[src/sv/ipv4hc_pkg.sv]
// Shared types, constants and helpers for the IPv4 header receive check.
package ipv4hc_pkg;

    localparam int unsigned CFG_INDEX_W = 8;

    typedef enum logic [CFG_INDEX_W-1:0] {
        CFG_LOCAL_ADDRESS = 8'd0,
        CFG_MAX_PAYLOAD   = 8'd1
    } cfg_index_t;

    typedef enum logic [2:0] {
        VERDICT_UDP         = 3'd0,
        VERDICT_ICMP        = 3'd1,
        VERDICT_PROTO_UNRCH = 3'd2,
        VERDICT_BAD_VERSION = 3'd3,
        VERDICT_BAD_IHL     = 3'd4,
        VERDICT_TOO_BIG_DF  = 3'd5,
        VERDICT_BAD_CSUM    = 3'd6,
        VERDICT_NOT_OURS    = 3'd7
    } verdict_t;

    localparam logic [3:0]  IP_VERSION      = 4'd4;
    localparam logic [5:0]  HDR_MIN         = 6'd20;
    localparam logic [5:0]  HDR_MAX         = 6'd60;
    localparam logic [7:0]  PROTO_ICMP      = 8'd1;
    localparam logic [7:0]  PROTO_UDP       = 8'd17;
    localparam logic [15:0] MAX_PAYLOAD_RST = 16'd1500;

    // Byte positions within the header
    localparam logic [5:0] IDX_TLEN_HI  = 6'd2;
    localparam logic [5:0] IDX_TLEN_LO  = 6'd3;
    localparam logic [5:0] IDX_FLAGS    = 6'd6;
    localparam logic [5:0] IDX_PROTO    = 6'd9;
    localparam logic [5:0] IDX_CSUM_LO  = 6'd11;
    localparam logic [5:0] IDX_SRC_LO   = 6'd12;
    localparam logic [5:0] IDX_SRC_HI   = 6'd15;
    localparam logic [5:0] IDX_DST_LO   = 6'd16;
    localparam logic [5:0] IDX_DST_HI   = 6'd19;

    typedef struct packed {
        verdict_t    verdict;
        logic [5:0]  header_bytes;
        logic [31:0] source_address;
        logic [7:0]  protocol_number;
    } result_t;

    // Ones' complement add with end-around carry
    function automatic logic [15:0] ones_add(input logic [15:0] a, input logic [15:0] b);
        logic [16:0] s;
        s = {1'b0, a} + {1'b0, b};
        return s[15:0] + {15'd0, s[16]};
    endfunction

endpackage

[src/sv/ipv4_header_receive_check_top.sv]
// IPv4 header receive check: byte-wide header parse, checksum and verdict.
// A verdict is registered on the last header byte, or on a first byte that
// fails the version or length check. Throughput: one byte per cycle while
// the skid stage is empty; a two-deep output (register plus skid) lets the
// input keep flowing while a verdict waits to be taken.
// Reset: aresetn (synchronous, active low) clears the parser, empties the
// output and loads local_address = 0, max_payload = 1500.
module ipv4_header_receive_check_top (
    input  logic                            aclk,
    input  logic                            aresetn,
    input  logic                            s_valid,
    output logic                            s_ready,
    input  logic [7:0]                      s_data_byte,
    input  logic                            s_first_byte,
    output logic                            m_valid,
    input  logic                            m_ready,
    output logic [2:0]                      m_verdict,
    output logic [5:0]                      m_header_bytes,
    output logic [31:0]                     m_source_address,
    output logic [7:0]                      m_protocol_number,
    input  logic                            cfg_valid,
    output logic                            cfg_ready,
    input  logic [ipv4hc_pkg::CFG_INDEX_W-1:0] cfg_index,
    input  logic [31:0]                     cfg_data
);
    import ipv4hc_pkg::*;

    logic [31:0] local_address_reg;
    logic [15:0] max_payload_reg;

    logic        active_reg, active_next;
    logic [5:0]  byte_count_reg, byte_count_next;
    logic [5:0]  header_length_reg, header_length_next;
    logic [15:0] sum_reg, sum_next;
    logic [7:0]  high_byte_reg, high_byte_next;
    logic [15:0] total_length_reg, total_length_next;
    logic        dont_fragment_reg, dont_fragment_next;
    logic [15:0] stored_csum_reg, stored_csum_next;
    logic [7:0]  protocol_reg, protocol_next;
    logic [31:0] source_reg, source_next;
    logic [31:0] dest_reg, dest_next;

    logic        m_valid_reg, m_valid_next;
    result_t     out_reg, out_next;
    logic        skid_valid_reg, skid_valid_next;
    result_t     skid_reg, skid_next;

    logic        in_accept;
    logic        out_take;
    logic        gen_result;
    result_t     res;
    logic [5:0]  hb;
    logic [15:0] word;
    logic [15:0] payload_len;
    logic        too_big;

    assign s_ready   = !skid_valid_reg;
    assign cfg_ready = 1'b1;
    assign in_accept = s_valid && s_ready;
    assign out_take  = m_valid_reg && m_ready;

    assign m_valid           = m_valid_reg;
    assign m_verdict         = out_reg.verdict;
    assign m_header_bytes    = out_reg.header_bytes;
    assign m_source_address  = out_reg.source_address;
    assign m_protocol_number = out_reg.protocol_number;

    assign hb   = {s_data_byte[3:0], 2'b00};
    assign word = {high_byte_reg, s_data_byte};

    // Parser and verdict
    always_comb begin
        active_next        = active_reg;
        byte_count_next    = byte_count_reg;
        header_length_next = header_length_reg;
        sum_next           = sum_reg;
        high_byte_next     = high_byte_reg;
        total_length_next  = total_length_reg;
        dont_fragment_next = dont_fragment_reg;
        stored_csum_next   = stored_csum_reg;
        protocol_next      = protocol_reg;
        source_next        = source_reg;
        dest_next          = dest_reg;
        gen_result         = 1'b0;
        res                = '0;
        payload_len        = total_length_reg - {10'd0, header_length_reg};
        too_big            = 1'b0;

        if (in_accept) begin
            if (s_first_byte) begin
                active_next = 1'b0;
                if (s_data_byte[7:4] != IP_VERSION) begin
                    gen_result       = 1'b1;
                    res.verdict      = VERDICT_BAD_VERSION;
                    res.header_bytes = hb;
                end else if (hb < HDR_MIN || hb > HDR_MAX) begin
                    gen_result       = 1'b1;
                    res.verdict      = VERDICT_BAD_IHL;
                    res.header_bytes = hb;
                end else begin
                    active_next        = 1'b1;
                    header_length_next = hb;
                    byte_count_next    = 6'd1;
                    sum_next           = '0;
                    high_byte_next     = s_data_byte;
                    total_length_next  = '0;
                    dont_fragment_next = 1'b0;
                    stored_csum_next   = '0;
                    protocol_next      = '0;
                    source_next        = '0;
                    dest_next          = '0;
                end
            end else if (active_reg) begin
                if (!byte_count_reg[0]) begin
                    high_byte_next = s_data_byte;
                end else if (byte_count_reg == IDX_CSUM_LO) begin
                    stored_csum_next = word;
                end else begin
                    sum_next = ones_add(sum_reg, word);
                end

                if (byte_count_reg == IDX_TLEN_HI || byte_count_reg == IDX_TLEN_LO) begin
                    total_length_next = {total_length_reg[7:0], s_data_byte};
                end else if (byte_count_reg == IDX_FLAGS) begin
                    dont_fragment_next = s_data_byte[6];
                end else if (byte_count_reg == IDX_PROTO) begin
                    protocol_next = s_data_byte;
                end else if (byte_count_reg >= IDX_SRC_LO && byte_count_reg <= IDX_SRC_HI) begin
                    source_next = {source_reg[23:0], s_data_byte};
                end else if (byte_count_reg >= IDX_DST_LO && byte_count_reg <= IDX_DST_HI) begin
                    dest_next = {dest_reg[23:0], s_data_byte};
                end

                byte_count_next = byte_count_reg + 6'd1;

                // Last header byte: total length and flags are settled by now
                if (byte_count_next == header_length_reg) begin
                    active_next = 1'b0;
                    gen_result  = 1'b1;
                    too_big     = dont_fragment_reg &&
                                  (total_length_reg > {10'd0, header_length_reg}) &&
                                  (payload_len > max_payload_reg);
                    res.header_bytes    = header_length_reg;
                    res.source_address  = source_next;
                    res.protocol_number = protocol_next;
                    if (too_big) begin
                        res.verdict = VERDICT_TOO_BIG_DF;
                    end else if (~sum_next != stored_csum_next) begin
                        res.verdict = VERDICT_BAD_CSUM;
                    end else if (dest_next != local_address_reg) begin
                        res.verdict = VERDICT_NOT_OURS;
                    end else if (protocol_next == PROTO_UDP) begin
                        res.verdict = VERDICT_UDP;
                    end else if (protocol_next == PROTO_ICMP) begin
                        res.verdict = VERDICT_ICMP;
                    end else begin
                        res.verdict = VERDICT_PROTO_UNRCH;
                    end
                end
            end
        end
    end

    // Output register and skid stage
    always_comb begin
        m_valid_next    = m_valid_reg;
        out_next        = out_reg;
        skid_valid_next = skid_valid_reg;
        skid_next       = skid_reg;

        if (out_take) begin
            if (skid_valid_reg) begin
                out_next        = skid_reg;
                skid_valid_next = 1'b0;
            end else begin
                m_valid_next = 1'b0;
            end
        end
        if (gen_result) begin
            if (!m_valid_reg || out_take) begin
                out_next     = res;
                m_valid_next = 1'b1;
            end else begin
                // Hold the word until the output register frees
                skid_next       = res;
                skid_valid_next = 1'b1;
            end
        end
    end

    always_ff @(posedge aclk) begin
        if (!aresetn) begin
            active_reg        <= 1'b0;
            m_valid_reg       <= 1'b0;
            skid_valid_reg    <= 1'b0;
            local_address_reg <= '0;
            max_payload_reg   <= MAX_PAYLOAD_RST;
        end else begin
            active_reg     <= active_next;
            m_valid_reg    <= m_valid_next;
            skid_valid_reg <= skid_valid_next;
            if (cfg_valid && cfg_ready) begin
                case (cfg_index)
                    CFG_LOCAL_ADDRESS: local_address_reg <= cfg_data;
                    CFG_MAX_PAYLOAD:   max_payload_reg   <= cfg_data[15:0];
                    default: ;
                endcase
            end
        end
    end

    always_ff @(posedge aclk) begin
        byte_count_reg    <= byte_count_next;
        header_length_reg <= header_length_next;
        sum_reg           <= sum_next;
        high_byte_reg     <= high_byte_next;
        total_length_reg  <= total_length_next;
        dont_fragment_reg <= dont_fragment_next;
        stored_csum_reg   <= stored_csum_next;
        protocol_reg      <= protocol_next;
        source_reg        <= source_next;
        dest_reg          <= dest_next;
        out_reg           <= out_next;
        skid_reg          <= skid_next;
    end

    a_skid_behind_out: assert property (@(posedge aclk) disable iff (!aresetn)
        skid_valid_reg |-> m_valid_reg)
        else $error("skid stage full while output register empty");

    a_active_in_header: assert property (@(posedge aclk) disable iff (!aresetn)
        active_reg |-> (byte_count_reg < header_length_reg))
        else $error("byte count ran past header length");

    a_active_length: assert property (@(posedge aclk) disable iff (!aresetn)
        active_reg |-> (header_length_reg >= HDR_MIN && header_length_reg <= HDR_MAX))
        else $error("active with header length out of range");

    a_bad_version_reported: assert property (@(posedge aclk) disable iff (!aresetn)
        (in_accept && s_first_byte && s_data_byte[7:4] != IP_VERSION) |=> m_valid_reg)
        else $error("bad version byte gave no verdict");

endmodule
[config.mk]
export PLATFORM = sky130hd
export DESIGN_NAME = ipv4_header_receive_check_top
export DESIGN_NICKNAME = d
export VERILOG_FILES = /design/src/sv/ipv4hc_pkg.sv /design/src/sv/ipv4_header_receive_check_top.sv
export SDC_FILE = /design/constraint.sdc
export NUM_CORES = 1
export LEC_CHECK = 0
export ABC_AREA = 1
export BUFFER_PORTS_ARGS = -buffer_cell sky130_fd_sc_hd__buf_2
export CAP_MARGIN = 20
export CORE_MARGIN = 5
export CORE_UTILIZATION = 59
export CTS_CLUSTER_DIAMETER = 120
export DETAILED_ROUTE_END_ITERATION = 8
export PLACE_DENSITY_LB_ADDON = 0.3
export SYNTH_ARGS = -nofsm -noshare
export SYNTH_HDL_FRONTEND = slang
export SYNTH_SLANG_ARGS = --single-unit
[constraint.sdc]
create_clock -name aclk -period 10.4 [get_ports aclk]
set_input_delay 1.04 -clock aclk [delete_from_list [all_inputs] [get_ports aclk]]
set_output_delay 1.04 -clock aclk [all_outputs]
set_load 0.01 [all_outputs]
Yosys cells after proc, flatten, opt, wreduce, memory -nomap -nowiden
Index checks and enable logic that the tools add are counted.

Add/subtract/negate cells: 4. Multiply operators: 0. Divide/modulo/power cells: 0. $lt $le $gt $ge: 8. Equality and inequality tests: 16. Shift operators: 0. Muxes and demuxes: 96. Bitwise gates (word level): 4. Reduce and logical (&&, ||, !) cells: 23.

Operators with widths (number): two-way mux 32 bit (18); two-way mux 49 bit (7); two-way mux 16 bit (19); two-way mux 8 bit (15); two-way mux 40 bit (1); inequality test 32 bit (1); two-way mux 9 bit (3); two-way mux 1 bit (24); two-way mux 6 bit (4); adder 16 x 16 -> 17 bit (1); adder 16 x 1 -> 16 bit (1); == test 8 x 1 -> 1 bit (second input constant) (2); greater-than comparator 16 bit (1); greater-than comparator 16 x 6 -> 1 bit (1); inequality test 16 bit (1); inverter 16 bit (1); subtractor 16 x 6 -> 16 bit (1); == test 6 x 2 -> 1 bit (second input constant) (2); == test 6 x 4 -> 1 bit (second input constant) (2); two-way mux 3 bit (4); AND reduction 5 bit (2); == test 8 x 5 -> 1 bit (second input constant) (1); logical NOT 8 bit (1); inequality test 2 bit (second input constant) (4); 19 further kinds (34).

Register bits: 288. Latch bits: 0. Memory bits (writable): 0. Bits in read-only memories: 0. Output and inout port bits: 52. Logic and storage cells: 174. Memories: 0.

Logic depth before layout (Yosys ltp)
Word-level depth: 20. Mapped depth: 34. Gate-level depth less buffers: 34.

Least setup slack after synthesis
Ideal clock, no wire load.

Path kind: input -> register. Start point: input s_data_byte[6]. End point: register total_length_reg[0] (enable). Arrival: 8.683 ns. Required time: 10.005 ns. Setup slack: 1.322 ns. Stages on the path: 10. Path through: inv_1 > nor4_1 > inv_1 > nor2_1 > inv_1 > nor2_1 > inv_1 > a21oi_1 > inv_1 > a21oi_1.

Cells in the longest elaborated chain, start to end: 3.

Ends and longest elaborated chain: start, declared (line ipv4_header_receive_check_top.sv:13) `input logic [7:0] s_data_byte,`; inequality test 4 x 3 -> 1 bit (line ipv4_header_receive_check_top.sv:92) `if (s_data_byte[7:4] != IP_VERSION) begin`; inequality test 2 bit (no line); AND reduction 5 bit (no line); end signal, assigned (line ipv4_header_receive_check_top.sv:217) `total_length_reg <= total_length_next;`; end, declared (line ipv4_header_receive_check_top.sv:36) `logic [15:0] total_length_reg, total_length_next;`.

No other way between the ends. A chain may end at the register's enable or synchronous reset.

==> impl_results.md <==
- Clock tree sinks: 286
- Most frequent cells in the layout: nand2_1, nor2_1, inv_1
- CTS Buffer Depth: 3
- # DRC: 0
- Total Routing Usage GR: 23.8%
- Max VDD drop: 0.000123 V
- #FFs+latches synth: 286
- Post-CTS Hold Buffers: 0
- Worst hold path class: flip-flop to flip-flop
- Max Slew Vio Count: 0
- Final nets: 1,955
- Die W: 169 µm
- CTS buffer count: 29
- Initial DRC Count: 1,118
- Setup bufs post-CTS: 0
- Min Tclk post-route: 4740 ps
- Final period util: 45.6%
- Post-CTS sizing: 0
- Clock power share: 41.8%
- Area Growth Syn to Fin: 11.2%
- Row cnt: 58
- DR vias/cell: 5.49
- Drt pass-1 iters: 5
- Most common cell after layout, fill and taps aside: nand2_1
- Largest net degree at the start of global routing: 111
- Crit Path Class: primary input to flip-flop
- Die Ht: 169 µm
- Mapped cell area: 15,000 µm²
- Antenna Cells: 0
- GPL Wtd Cong: 0.946
- Reg area: 7590 µm²
- Critical Path Fanout Max: 6
- Initial antenna violation count: 0
- Routed Antenna Nets: 0
- I/O pin total: 106
- Gate count of the mapped netlist: 1,778
- # setup viols final: 0
- RSZ-0062 raised after global routing: false
- Worst hold slack: 454 ps
- Crit path buf inv count: 5
- GRT Residual Overflow: 0
- Vias in the first global route: 11,326
- Slowest stage delay, CP: 460 ps
- Area of the multi-input gates: 6280 µm²
- Critical path's top delay family: simple AND/OR/NAND/NOR gates
- Critical Path RT: 10,700 ps
- F_max: 0.211 GHz
- Arr. time, crit path: 5030 ps
- H-tree lvl count: 1
- Final hold violation count: 0
- Power density over cell area: 141 nW/µm²
- First-pass GRT wire length: 56,300 µm
- Via count: 12,106
- Slew @ Worst Pin: 1120 ps
- Endpoint class of the critical path: flip-flop
- Area of the die: 28,700 µm²
- Starting density of the core: 59.7%
- Most Frequent Cell on Critical Path: nand2_1
- Share of cells above drive strength 1: 11.4%
- Routed WL: 35,200 µm
- Slowest cell on crit path: fa_1
- CTS tree: built
- Clk root buf: clkbuf_16
- Port bufs: 104
- Pint: 1.83 mW
- Wire per inst: 16.0 µm
- Post-synth cell types: 48
- Syn nets: 1,877
- P_sw: 519 µW
- Status: finished, final reports clean
- Slew HR: 25.2%
- Dpl hpwl: 25,000 µm
- Sequential cell fraction of total power: 52.4%
- Avg Cell Area, Syn: 8.43 µm²
- CP startpoint kind: primary input
- Warnings from Yosys: 0
- Max-cap viol count: 0
- Register area share after synthesis: 50.6%
- Setup Skew: 14.4 ps
- Max reg flops: 47
- Total core area: 25,100 µm²
- Leak: 7.38 nW
- Setup TNS: 0 ps
- Filler Cells Inserted: 2,099
- Gate power share: 5.8%
- CTS clock-pin slew for the worst setup and hold paths: 60 ps
- Switching Fraction: 22.1%
- Clk_lat worst skew: 540 ps
[stage by stage]
stage               utilization (%)  cells  instance area [µm²]  setup WS, ps  total power [mW]
floorplan                         -   1778                15000          1320              1.34
global placement               62.6   2152                15700          5310              1.39
detailed placement             62.6   2152                15700          5190              1.39
CTS                            66.1   2202                16600          5750              2.36
global route                   66.4   2205                16700          5190              2.43
finish                         66.4   2205                16700          5660              2.35
[power by group through the flow]
stage               logic, mW  clock network (mW)  registers (mW)
floorplan              0.0842                   0            1.26
global placement        0.131                   0            1.25
detailed placement      0.135                   0            1.25
CTS                     0.135               0.993            1.23
global route            0.153                1.04            1.23
finish                  0.137               0.981            1.23
[routing by layer]
metal | wire (µm) | vias up | global-route usage, %
li1 | - | 5986 | -
met1 | 15100 | 5640 | 33.1
met2 | 16800 | 414 | 39.9
met3 | 2510 | 66 | 3.35
met4 | 767 | 0 | 5.88
met5 | 0 | - | 0
[final timing paths]
| check | start | to | slack (ps) | cells after the start |
|---|---|---|---|---|
| worst max-delay path | s_data_byte[1] | skid_reg[48] | 5660 | 33 |
| worst min-delay path | m_header_bytes[1] | m_header_bytes[1] | 450 | 2 |
| worst max register to register | byte_count_reg[0] | m_source_address[25] | 5680 | 12 |
| worst min register to register | m_header_bytes[1] | m_header_bytes[1] | 450 | 2 |
[area by class of cell]
class	count	share of cell area, %
Sequential cell	286	45.5
Multi-Input combinational cell	1198	37.6
Clock buffer	46	5.19
Inverter	226	5.09
Timing Repair Buffer	115	3.95
Tap cell	330	2.48
Clock inverter	4	0.158
[cell usage after synthesis (all sizes together)]
cell type  number  share of area [%]
a21boi          1              0.050
nand3b          5               0.25
inv           225                5.6
nand4          24                1.0
and2            3               0.13
dfxtp         100                 13
or2            26                1.1
buf            20               0.86
a211oi          3               0.15
ha             43                3.6
or4             1              0.050
a2111oi         1              0.058
xnor2          12               0.70
o21bai          2               0.10
a21oi          70                2.4
nand2         368                9.3
a221o           1              0.067
nor2          264                6.8
edfxtp        186                 37
mux2i          54                3.6
conb            1              0.025
clkbuf         48                1.2
o21ai         121                4.1
nor3           17               0.57
o221ai          1              0.058
nand3         117                4.1
o2bb2ai         1              0.058
xor2           36                2.1
o211ai          9               0.45
nor4            7               0.29
a31oi           5               0.21
o21a            1              0.050
clkinv          1              0.025
and3            1              0.042
nor3b           1              0.050
fa              2               0.27
[worst register-to-register path, cell delays in order, from the launching register on]
cell	delay (ps)
edfxtp_1	540
ha_1	350
nand3_1	130
xor2_1	250
nor2_1	60
a2111oi_0	340
and2_1	250
nand3_2	680
o21ai_2	320
nand2_2	180
a21oi_4	730
buf_4	550
o21ai_0	200
[logic make-up after synthesis]
| kind of cell | count (synthesis) | synth area share (%) |
|---|---|---|
| AND/OR/NAND/NOR | 834 | 23.6 |
| buffers and inverters | 294 | 7.72 |
| flip-flops | 286 | 50.6 |
| AO/OA/AOI/OAI | 216 | 7.75 |
| multiplexers | 54 | 3.60 |
| XOR/XNOR | 48 | 2.80 |
| adder cells (fa/ha/maj) | 45 | 3.86 |
| other | 1 | 0.0250 |
(Power assumes the default switching activity.)
